==> src/cbce_pkg.sv <==
// ----------------------------------------------------------------------------
// cbce_pkg
// Shared types and constants for the CPU bus cycle extractor: cycle kinds,
// register indexes, reset values and the structs passed between modules.
// ----------------------------------------------------------------------------
package cbce_pkg;

    // Default ring length of the sample index and width of the span counters
    localparam int DEF_INDEX_RING = 8192;
    localparam int DEF_COUNT_BITS = 16;

    // Fixed field widths of the result word, the sample and the configuration port
    localparam int COUNT_OUT_W = 16;
    localparam int INDEX_OUT_W = 13;
    localparam int SAMPLE_W    = 16;
    localparam int DATA_W      = 8;
    localparam int POS_W       = 4;
    localparam int PHI_W       = 5;
    localparam int CFG_IDX_W   = 3;
    localparam int CFG_DATA_W  = 5;

    typedef enum logic [2:0] {
        KIND_NONE     = 3'd0,
        KIND_FETCH    = 3'd1,
        KIND_MEM_RD   = 3'd2,
        KIND_MEM_WR   = 3'd3,
        KIND_IO_RD    = 3'd4,
        KIND_IO_WR    = 3'd5,
        KIND_INT_ACK  = 3'd6,
        KIND_RESERVED = 3'd7
    } kind_t;

    // Register indexes
    localparam logic [CFG_IDX_W-1:0] REG_DATA_POS = 3'd0;
    localparam logic [CFG_IDX_W-1:0] REG_M1_POS   = 3'd1;
    localparam logic [CFG_IDX_W-1:0] REG_RD_POS   = 3'd2;
    localparam logic [CFG_IDX_W-1:0] REG_WR_POS   = 3'd3;
    localparam logic [CFG_IDX_W-1:0] REG_MREQ_POS = 3'd4;
    localparam logic [CFG_IDX_W-1:0] REG_IORQ_POS = 3'd5;
    localparam logic [CFG_IDX_W-1:0] REG_WAIT_POS = 3'd6;
    localparam logic [CFG_IDX_W-1:0] REG_PHI_POS  = 3'd7;

    // Register reset values
    localparam logic [POS_W-1:0] RST_DATA_POS = 4'd0;
    localparam logic [POS_W-1:0] RST_M1_POS   = 4'd8;
    localparam logic [POS_W-1:0] RST_RD_POS   = 4'd9;
    localparam logic [POS_W-1:0] RST_WR_POS   = 4'd10;
    localparam logic [POS_W-1:0] RST_MREQ_POS = 4'd11;
    localparam logic [POS_W-1:0] RST_IORQ_POS = 4'd12;
    localparam logic [POS_W-1:0] RST_WAIT_POS = 4'd13;
    localparam logic [PHI_W-1:0] RST_PHI_POS  = 5'd15;

    typedef struct packed {
        logic [POS_W-1:0] data_pos;
        logic [POS_W-1:0] m1_pos;
        logic [POS_W-1:0] rd_pos;
        logic [POS_W-1:0] wr_pos;
        logic [POS_W-1:0] mreq_pos;
        logic [POS_W-1:0] iorq_pos;
        logic [POS_W-1:0] wait_pos;
        logic [PHI_W-1:0] phi_pos;   // two's complement, negative: no clock
    } cfg_t;

    // Fields picked out of one sample
    typedef struct packed {
        kind_t             kind;
        logic [DATA_W-1:0] data;
        logic              phi;
        logic              wait_n;
        logic              no_clock;
    } dec_t;

    // One span summary
    typedef struct packed {
        kind_t                  cycle_kind;
        logic [DATA_W-1:0]      cycle_data;
        logic [COUNT_OUT_W-1:0] sample_count;
        logic [COUNT_OUT_W-1:0] clock_count;
        logic [COUNT_OUT_W-1:0] wait_count;
        logic [INDEX_OUT_W-1:0] start_index;
        logic                   direct_transition;
    } result_t;

endpackage

==> src/cpu_bus_cycle_extractor_top.sv <==
// ----------------------------------------------------------------------------
// cpu_bus_cycle_extractor_top
// Bus cycle monitor for an 8-bit CPU: classify logic-analyser samples and
// emit one summary word for each span that ends at a cycle start.
// ----------------------------------------------------------------------------
//
//  Channel   Handshake                    Payload
//  -------   --------------------------   ------------------------------------
//  in        in_valid / in_stall          sample
//  out       out_valid / out_stall        cycle_kind, cycle_data, sample_count,
//                                         clock_count, wait_count, start_index,
//                                         direct_transition
//  cfg       cfg_write_en                 cfg_index, cfg_data
//
//  Throughput is one sample word per clock while the output is not stalled.
//  A sample lands in the input register on acceptance; when the output
//  register is free it is decoded, folded into the span state and, on a
//  cycle start, its summary word is loaded into the output register.
//  Reset (rst_n low, asynchronous) restores the register defaults and clears
//  the span state. A stalled output word holds the input register, which in
//  turn stalls the input channel.
// ----------------------------------------------------------------------------
module cpu_bus_cycle_extractor_top
    import cbce_pkg::*;
#(
    parameter int INDEX_RING = DEF_INDEX_RING,
    parameter int COUNT_BITS = DEF_COUNT_BITS
)
(
    input  logic                   clk,
    input  logic                   rst_n,
    // configuration write port
    input  logic                   cfg_write_en,
    input  logic [CFG_IDX_W-1:0]   cfg_index,
    input  logic [CFG_DATA_W-1:0]  cfg_data,
    // sample channel
    input  logic                   in_valid,
    output logic                   in_stall,
    input  logic [SAMPLE_W-1:0]    sample,
    // summary channel
    output logic                   out_valid,
    input  logic                   out_stall,
    output logic [2:0]             cycle_kind,
    output logic [DATA_W-1:0]      cycle_data,
    output logic [COUNT_OUT_W-1:0] sample_count,
    output logic [COUNT_OUT_W-1:0] clock_count,
    output logic [COUNT_OUT_W-1:0] wait_count,
    output logic [INDEX_OUT_W-1:0] start_index,
    output logic                   direct_transition
);

    cfg_t                cfg;
    dec_t                dec;
    result_t             result;
    logic                emit;

    logic                in_valid_reg;
    logic                in_valid_next;
    logic [SAMPLE_W-1:0] sample_reg;
    logic                out_valid_reg;
    logic                out_valid_next;
    result_t             result_reg;

    logic                out_free;
    logic                step;
    logic                in_take;

    // Output register is free when empty or being drained this cycle
    assign out_free = !out_valid_reg || !out_stall;
    // Fold the held sample into the span state when its word can move on
    assign step     = in_valid_reg && out_free;
    // Input register takes a new word when empty or advancing
    assign in_stall = in_valid_reg && !step;
    assign in_take  = in_valid && !in_stall;

    assign in_valid_next  = in_stall ? in_valid_reg : in_valid;
    assign out_valid_next = out_free ? (step && emit) : out_valid_reg;

    cbce_cfg_regs u_cfg
    (
        .clk          (clk),
        .rst_n        (rst_n),
        .cfg_write_en (cfg_write_en),
        .cfg_index    (cfg_index),
        .cfg_data     (cfg_data),
        .cfg          (cfg)
    );

    cbce_decode u_decode
    (
        .sample (sample_reg),
        .cfg    (cfg),
        .dec    (dec)
    );

    cbce_span #(
        .INDEX_RING (INDEX_RING),
        .COUNT_BITS (COUNT_BITS)
    ) u_span
    (
        .clk    (clk),
        .rst_n  (rst_n),
        .step   (step),
        .dec    (dec),
        .emit   (emit),
        .result (result)
    );

    // Handshake state
    always_ff @(posedge clk or negedge rst_n)
    begin
        if (!rst_n)
        begin
            in_valid_reg  <= 1'b0;
            out_valid_reg <= 1'b0;
        end
        else
        begin
            in_valid_reg  <= in_valid_next;
            out_valid_reg <= out_valid_next;
        end
    end

    // Payload registers
    always_ff @(posedge clk)
    begin
        if (in_take)
        begin
            sample_reg <= sample;
        end
        if (step && emit && out_free)
        begin
            result_reg <= result;
        end
    end

    assign out_valid         = out_valid_reg;
    assign cycle_kind        = result_reg.cycle_kind;
    assign cycle_data        = result_reg.cycle_data;
    assign sample_count      = result_reg.sample_count;
    assign clock_count       = result_reg.clock_count;
    assign wait_count        = result_reg.wait_count;
    assign start_index       = result_reg.start_index;
    assign direct_transition = result_reg.direct_transition;

    // A new summary word only appears after a sample was folded in
    a_out_follows_step: assert property (@(posedge clk) disable iff (!rst_n)
        $rose(out_valid_reg) |-> $past(in_valid_reg))
        else $error("summary word appeared without a held sample");

    // A blocked summary word keeps the held sample in place
    a_hold_when_blocked: assert property (@(posedge clk) disable iff (!rst_n)
        (in_valid_reg && out_valid_reg && out_stall) |=>
            (in_valid_reg && $stable(sample_reg)))
        else $error("held sample lost while output was blocked");

    // The input side only stalls with a sample in the input register
    a_stall_needs_item: assert property (@(posedge clk) disable iff (!rst_n)
        in_stall |-> (in_valid_reg && out_valid_reg))
        else $error("input stalled with nothing to hold it");

endmodule

==> src/cbce_cfg_regs.sv <==
// ----------------------------------------------------------------------------
// cbce_cfg_regs
// Bit-position registers, written through the plain write port.
// ----------------------------------------------------------------------------
module cbce_cfg_regs
    import cbce_pkg::*;
(
    input  logic                  clk,
    input  logic                  rst_n,
    input  logic                  cfg_write_en,
    input  logic [CFG_IDX_W-1:0]  cfg_index,
    input  logic [CFG_DATA_W-1:0] cfg_data,
    output cfg_t                  cfg
);

    cfg_t cfg_reg;
    cfg_t cfg_next;

    always_comb
    begin
        cfg_next = cfg_reg;
        if (cfg_write_en)
        begin
            unique case (cfg_index)
                REG_DATA_POS: cfg_next.data_pos = cfg_data[POS_W-1:0];
                REG_M1_POS:   cfg_next.m1_pos   = cfg_data[POS_W-1:0];
                REG_RD_POS:   cfg_next.rd_pos   = cfg_data[POS_W-1:0];
                REG_WR_POS:   cfg_next.wr_pos   = cfg_data[POS_W-1:0];
                REG_MREQ_POS: cfg_next.mreq_pos = cfg_data[POS_W-1:0];
                REG_IORQ_POS: cfg_next.iorq_pos = cfg_data[POS_W-1:0];
                REG_WAIT_POS: cfg_next.wait_pos = cfg_data[POS_W-1:0];
                REG_PHI_POS:  cfg_next.phi_pos  = cfg_data[PHI_W-1:0];
            endcase
        end
    end

    always_ff @(posedge clk or negedge rst_n)
    begin
        if (!rst_n)
        begin
            cfg_reg.data_pos <= RST_DATA_POS;
            cfg_reg.m1_pos   <= RST_M1_POS;
            cfg_reg.rd_pos   <= RST_RD_POS;
            cfg_reg.wr_pos   <= RST_WR_POS;
            cfg_reg.mreq_pos <= RST_MREQ_POS;
            cfg_reg.iorq_pos <= RST_IORQ_POS;
            cfg_reg.wait_pos <= RST_WAIT_POS;
            cfg_reg.phi_pos  <= RST_PHI_POS;
        end
        else
        begin
            cfg_reg <= cfg_next;
        end
    end

    assign cfg = cfg_reg;

endmodule

==> src/cbce_decode.sv <==
// ----------------------------------------------------------------------------
// cbce_decode
// Pick control lines and the data byte out of one sample and classify it.
// ----------------------------------------------------------------------------
module cbce_decode
    import cbce_pkg::*;
(
    input  logic [SAMPLE_W-1:0] sample,
    input  cfg_t                cfg,
    output dec_t                dec
);

    logic                m1_n;
    logic                rd_n;
    logic                wr_n;
    logic                mreq_n;
    logic                iorq_n;
    logic [SAMPLE_W-1:0] shifted;

    assign m1_n    = sample[cfg.m1_pos];
    assign rd_n    = sample[cfg.rd_pos];
    assign wr_n    = sample[cfg.wr_pos];
    assign mreq_n  = sample[cfg.mreq_pos];
    assign iorq_n  = sample[cfg.iorq_pos];
    // zeros shift in above bit 15
    assign shifted = sample >> cfg.data_pos;

    always_comb
    begin
        dec.data     = shifted[DATA_W-1:0];
        dec.wait_n   = sample[cfg.wait_pos];
        dec.no_clock = cfg.phi_pos[PHI_W-1];
        dec.phi      = cfg.phi_pos[PHI_W-1] ? 1'b0 : sample[cfg.phi_pos[POS_W-1:0]];

        priority if (!mreq_n)
        begin
            priority if (!rd_n)
                dec.kind = m1_n ? KIND_MEM_RD : KIND_FETCH;
            else if (!wr_n)
                dec.kind = KIND_MEM_WR;
            else
                dec.kind = KIND_NONE;
        end
        else if (!iorq_n)
        begin
            priority if (!m1_n)
                dec.kind = KIND_INT_ACK;
            else if (!rd_n)
                dec.kind = KIND_IO_RD;
            else if (!wr_n)
                dec.kind = KIND_IO_WR;
            else
                dec.kind = KIND_NONE;
        end
        else
        begin
            dec.kind = KIND_NONE;
        end
    end

endmodule

==> src/cbce_span.sv <==
// ----------------------------------------------------------------------------
// cbce_span
// Span state: previous sample, held cycle, saturating counters and the
// sample index. Advance once per decoded sample and flag a summary on a
// cycle start.
// ----------------------------------------------------------------------------
module cbce_span
    import cbce_pkg::*;
#(
    parameter int INDEX_RING = DEF_INDEX_RING,
    parameter int COUNT_BITS = DEF_COUNT_BITS
)
(
    input  logic    clk,
    input  logic    rst_n,
    input  logic    step,
    input  dec_t    dec,
    output logic    emit,
    output result_t result
);

    localparam int IDX_BITS = (INDEX_RING > 1) ? $clog2(INDEX_RING) : 1;
    localparam logic [IDX_BITS-1:0] IDX_LAST = IDX_BITS'(INDEX_RING - 1);
    localparam logic [COUNT_BITS-1:0] COUNT_TOP = '1;

    kind_t                 last_kind_reg, last_kind_next;
    logic [DATA_W-1:0]     last_data_reg, last_data_next;
    logic                  last_clock_reg, last_clock_next;
    logic                  last_wait_reg, last_wait_next;
    kind_t                 held_kind_reg, held_kind_next;
    logic [DATA_W-1:0]     held_data_reg, held_data_next;
    logic [COUNT_BITS-1:0] samples_reg, samples_next;
    logic [COUNT_BITS-1:0] clocks_reg, clocks_next;
    logic [COUNT_BITS-1:0] waits_reg, waits_next;
    logic [IDX_BITS-1:0]   start_reg, start_next;
    logic [IDX_BITS-1:0]   pos_reg, pos_next;

    logic                  changed;
    logic                  cyc_start;
    logic                  cyc_end;
    logic                  clock_edge;
    logic [COUNT_BITS-1:0] samples_inc;
    logic [COUNT_BITS-1:0] clocks_inc;
    logic [COUNT_BITS-1:0] waits_inc;
    logic [31:0]           samples_ext;
    logic [31:0]           clocks_ext;
    logic [31:0]           waits_ext;
    logic [31:0]           start_ext;

    assign changed    = (dec.kind != last_kind_reg);
    assign cyc_start  = changed && (dec.kind != KIND_NONE);
    assign cyc_end    = changed && (dec.kind == KIND_NONE);
    assign clock_edge = dec.no_clock || (last_clock_reg && !dec.phi);

    // saturate at the counter top
    assign samples_inc = (samples_reg == COUNT_TOP) ? samples_reg : samples_reg + 1'b1;
    assign clocks_inc  = !clock_edge ? clocks_reg
                       : (clocks_reg == COUNT_TOP) ? clocks_reg : clocks_reg + 1'b1;
    assign waits_inc   = !(clock_edge && !last_wait_reg) ? waits_reg
                       : (waits_reg == COUNT_TOP) ? waits_reg : waits_reg + 1'b1;

    assign samples_ext = 32'(samples_inc);
    assign clocks_ext  = 32'(clocks_inc);
    assign waits_ext   = 32'(waits_inc);
    assign start_ext   = 32'(start_reg);

    always_comb
    begin
        held_kind_next  = cyc_end ? last_kind_reg : held_kind_reg;
        held_data_next  = cyc_end ? last_data_reg : held_data_reg;
        samples_next    = cyc_start ? '0 : samples_inc;
        clocks_next     = cyc_start ? '0 : clocks_inc;
        waits_next      = cyc_start ? '0 : waits_inc;
        start_next      = cyc_start ? pos_reg : start_reg;
        last_kind_next  = dec.kind;
        last_data_next  = dec.data;
        last_clock_next = dec.phi;
        last_wait_next  = dec.wait_n;
        pos_next        = (pos_reg == IDX_LAST) ? '0 : pos_reg + 1'b1;
    end

    assign emit = cyc_start;

    always_comb
    begin
        result.cycle_kind        = held_kind_next;
        result.cycle_data        = held_data_next;
        result.sample_count      = samples_ext[COUNT_OUT_W-1:0];
        result.clock_count       = clocks_ext[COUNT_OUT_W-1:0];
        result.wait_count        = waits_ext[COUNT_OUT_W-1:0];
        result.start_index       = start_ext[INDEX_OUT_W-1:0];
        result.direct_transition = cyc_start && (last_kind_reg != KIND_NONE);
    end

    always_ff @(posedge clk or negedge rst_n)
    begin
        if (!rst_n)
        begin
            last_kind_reg  <= KIND_NONE;
            last_data_reg  <= '0;
            last_clock_reg <= 1'b0;
            last_wait_reg  <= 1'b0;
            held_kind_reg  <= KIND_NONE;
            held_data_reg  <= '0;
            samples_reg    <= '0;
            clocks_reg     <= '0;
            waits_reg      <= '0;
            start_reg      <= '0;
            pos_reg        <= '0;
        end
        else if (step)
        begin
            last_kind_reg  <= last_kind_next;
            last_data_reg  <= last_data_next;
            last_clock_reg <= last_clock_next;
            last_wait_reg  <= last_wait_next;
            held_kind_reg  <= held_kind_next;
            held_data_reg  <= held_data_next;
            samples_reg    <= samples_next;
            clocks_reg     <= clocks_next;
            waits_reg      <= waits_next;
            start_reg      <= start_next;
            pos_reg        <= pos_next;
        end
    end

endmodule
==> config.mk <==
export PLATFORM = sky130hd
export DESIGN_NAME = cpu_bus_cycle_extractor_top
export DESIGN_NICKNAME = d
export VERILOG_FILES = /design/src/cbce_pkg.sv /design/src/cpu_bus_cycle_extractor_top.sv /design/src/cbce_cfg_regs.sv /design/src/cbce_decode.sv /design/src/cbce_span.sv
export SDC_FILE = /design/constraint.sdc
export NUM_CORES = 1
export LEC_CHECK = 0
export BUFFER_PORTS_ARGS = -buffer_cell sky130_fd_sc_hd__buf_2
export CORE_AREA = 5 5 194 140
export CTS_CLUSTER_SIZE = 30
export DETAILED_ROUTE_END_ITERATION = 7
export DIE_AREA = 0 0 199 145
export GPL_TIMING_DRIVEN = 0
export PLACE_DENSITY = 0.7
export SETUP_SLACK_MARGIN = 0.5
export SYNTH_ARGS = -nofsm -noshare
export SYNTH_HDL_FRONTEND = slang
export SYNTH_SLANG_ARGS = --single-unit
==> constraint.sdc <==
create_clock -name clk -period 5 [get_ports clk]
set_input_delay 1 -clock clk [delete_from_list [all_inputs] [get_ports clk]]
set_output_delay 1 -clock clk [all_outputs]
set_load 0.05 [all_outputs]
==> results list <==
* Result of the run: completed
- The global routing stage identified its most utilized layer as met1.
* Largest fanout on the critical path: 82
* Data arrival time of the critical path: between 4 and 5 ns
- The floorplan step set the die height to roughly 150 um.
* Initial antenna violation count: 0
* Number of buffers added by the clock tree synthesis step: 22
- The worst setup path is launched from a flop.
- For this run, the top clock speed supported by timing is around 0.25 GHz.
* Met3 track demand over resource: 0.0317
* Final Setup Violations: 0
- Final sum of negative setup slack: 0 ns
- Async SR Flop Fraction: 0.599
- The cell area that synthesis handed to floorplanning was 10,800 um^2.
* Kind of end point of the critical path: flop
* IO Pins: about 100
* Count of unresolved DRC violations after routing: 0
* Cell count after synthesis: 870
- Die outline width: 199 um
- Port bufs: 103
* Peak VDD IR: ~0.41 mV
* Clock tree from TritonCTS: done
- In the layout the commonest cells are 116 x sky130_fd_sc_hd__dfrtp_1, 107 x sky130_fd_sc_hd__buf_2, 105 x sky130_fd_sc_hd__nor2_1.
- For this run the aggregate overflow at the end of global routing stands at 0.
- Period utilisation layout: 0.796
* Count of unique library cells instantiated by Yosys: 57
- Leading cell type in the layout, fill and taps excluded: sky130_fd_sc_hd__dfrtp_1
- Between clock sinks in the finished design, the worst skew comes to 0.0398 ns.
- The repair_antennas step left the layout with diodes totalling 0.
- In the routed layout, each cell is associated on average with a via count of between 5 and 6.
* Normalized max-slew margin: 0.475
- Detailed-routing iteration count for the pre-antenna-repair pass: 5
- In the final routed layout, each cell accounts on average for 18.0 um.
- Overall power consumption after layout is estimated at 7.71 mW.
- The final hold violation count is 0.
- Total power divided by cell area: 614 nW/um^2
- Compared with the post-synthesis result, the final layout area differs by 15.8%.
- The first global-routing pass estimated 39,200 um of wire.
- Global routing met1 resource utilization: 0.278
- Clock slew at reported path FFs: about 0.070 ns
* Worst skew pair latency: 0.53 ns
- Predominant post-synthesis flop cell: sky130_fd_sc_hd__dfrtp_1
- The number of nets handed over by synthesis was ~900.
* Post-layout net count: 1,031
* Global Route Usage Sum: 0.167
- Buffers from clock root to sink, at most: 3
- Max-capacitance violation count: 0
- For this block, the initial DRC count from the detailed router was 774.
* Static power due to leakage: 5.11 nW
* Warning count from the yosys run: 0
- Cell at the root of the clock tree: sky130_fd_sc_hd__clkbuf_16
- Core ar.: 25,100 um^2
- Number of enable flip-flop cells after synthesis: 89
* Worst setup path class: flop to flop
- Post-Synthesis Mean Instance Area: 12.5 um^2
- Final min period: 3.98 ns
- The path class of the tightest hold or removal check is flop to flop.
* Number of nets with antenna violations after routing: 0
* Post-CTS Resized: 0
* Number of pins exceeding their max-slew limit in the final report: 0
- Wires add up to 24,300 um.
- The floorplan has 49 rows.
- Post-DP HPWL: 16,700 um
- For this block, the via count after detailed routing is around 7,300.
- For this run, the share of the core covered by cells in the final layout is 0.499.
- For this configuration, the core starts out at a cell density of 0.431.
- In this run, synthesis produced a sequential element count of ~220.
- The number of global-route vias before repair was 6,954.
- The share of the Yosys chip area taken by registers is 0.556.
- Layout cell share with drive strength beyond 1: 0.274
* Number of flip-flops in the largest register: 33
* Number of buffers inserted for hold repair after clock tree synthesis: 0
* Post-CTS Setup Bufs: 0
* Largest net degree at the start of global routing: 83
- Worst Tran Pin Value: roughly 0.78 ns
* Met2 track demand over resource: 0.226
* Count of clock tree sinks: 222
* Data required time at the worst endpoint: around 5.1 ns
- Unrepaired setup endpoints after global routing: no
- Last weighted congestion value of the routability-driven placer: between 0.8 and 0.9
- The die covers 28,900 um^2.
* Number of levels the H-tree was split into: 1
## where the power goes
group | internal, mW | switching, mW
Sequential | 2.60 | 0.362
Clock | 1.00 | 0.719
Combinational | 0.974 | 2.05
Total | 4.58 | 3.13
## cells in the mapped netlist (9+ instances only)
library cell	count	area [um^2]
sky130_fd_sc_hd__dfrtp_1	116	2900
sky130_fd_sc_hd__nor2_1	105	394
sky130_fd_sc_hd__edfxtp_1	89	2670
sky130_fd_sc_hd__nand2_1	79	297
sky130_fd_sc_hd__mux2_2	70	788
sky130_fd_sc_hd__xnor2_1	43	377
sky130_fd_sc_hd__xor2_1	32	280
sky130_fd_sc_hd__mux2i_1	27	270
sky130_fd_sc_hd__a21oi_1	26	130
sky130_fd_sc_hd__mux4_2	25	563
sky130_fd_sc_hd__nand3_1	24	120
sky130_fd_sc_hd__nor3_1	24	120
sky130_fd_sc_hd__o21ai_0	21	105
sky130_fd_sc_hd__dfstp_2	17	447
sky130_fd_sc_hd__inv_1	16	60.1
sky130_fd_sc_hd__clkbuf_1	15	56.3
sky130_fd_sc_hd__nand2b_1	14	87.6
sky130_fd_sc_hd__nand4_1	12	75.1
sky130_fd_sc_hd__and2_1	9	56.3
## metal layers
| metal | wire, um | vias up | part of all wire |
|---|---|---|---|
| met5 | 0 | - | 0 |
| met4 | 449 | 0 | 0.019 |
| met3 | 1720 | 34 | 0.071 |
| met2 | 9930 | 243 | 0.41 |
| met1 | 12200 | 3584 | 0.50 |
| li1 | - | 3430 | - |
## cell type report
cell class	count	area, um^2
buffer	29	160
tap	331	414
timing repair buffer	104	549
clock inverter	14	163
sequential	222	6020
multi-input combinational	603	4590
clock buffer	26	587
inverter	16	60.1
fill	2197	12600
## per-stage QoR
stage,instances,setup WS [ns],hold slack [ns],instance area (um^2)
global route,1345,0.811,0.448,12500
finish,1345,1.02,0.444,12500
global placement,1304,1.01,0.442,11800
detailed placement,1305,1.06,0.434,11800
CTS,1345,0.987,0.443,12500
floorplan,870,1.52,0.421,10800
## final timing paths
check                                                start                                end  slack, ns  cells past startpoint
max                              u_cfg.cfg[21]$_DFFE_PN1P_         sample_count[11]$_DFFE_PP_       1.02                     10
min                        u_span.start_reg[1]$_DFFE_PN0P_           start_index[1]$_DFFE_PP_       0.44                      0
max reg2reg                      u_cfg.cfg[21]$_DFFE_PN1P_         sample_count[11]$_DFFE_PP_       1.02                     10
min reg2reg                u_span.start_reg[1]$_DFFE_PN0P_           start_index[1]$_DFFE_PP_       0.44                      0
max in group asynchronous                            rst_n          u_cfg.cfg[12]$_DFFE_PN1P_       3.68                      2
min in group asynchronous                            rst_n  u_span.samples_reg[6]$_DFFE_PN0P_       0.54                      1
## critical path, stage by stage, from the launching register on
cell	delay, ns
sky130_fd_sc_hd__dfstp_2	0.61
sky130_fd_sc_hd__mux4_1	0.59
sky130_fd_sc_hd__mux2i_1	0.14
sky130_fd_sc_hd__mux2_2	0.25
sky130_fd_sc_hd__mux2_2	0.38
sky130_fd_sc_hd__o32a_2	0.33
sky130_fd_sc_hd__nand4_2	0.14
sky130_fd_sc_hd__o211a_1	0.18
sky130_fd_sc_hd__buf_6	0.17
sky130_fd_sc_hd__buf_8	0.17
sky130_fd_sc_hd__buf_6	0.57
## kinds of logic after synthesis
group           count (synthesis)  synth area share
compound gates                 85            0.0501
xor+xnor                       75            0.0606
fa+ha+maj                       4           0.00462
buf+inv                        45            0.0203
flops                         222             0.556
mux                           138             0.179
simple gates                  301             0.130
Power figures use the tool's default switching activity.
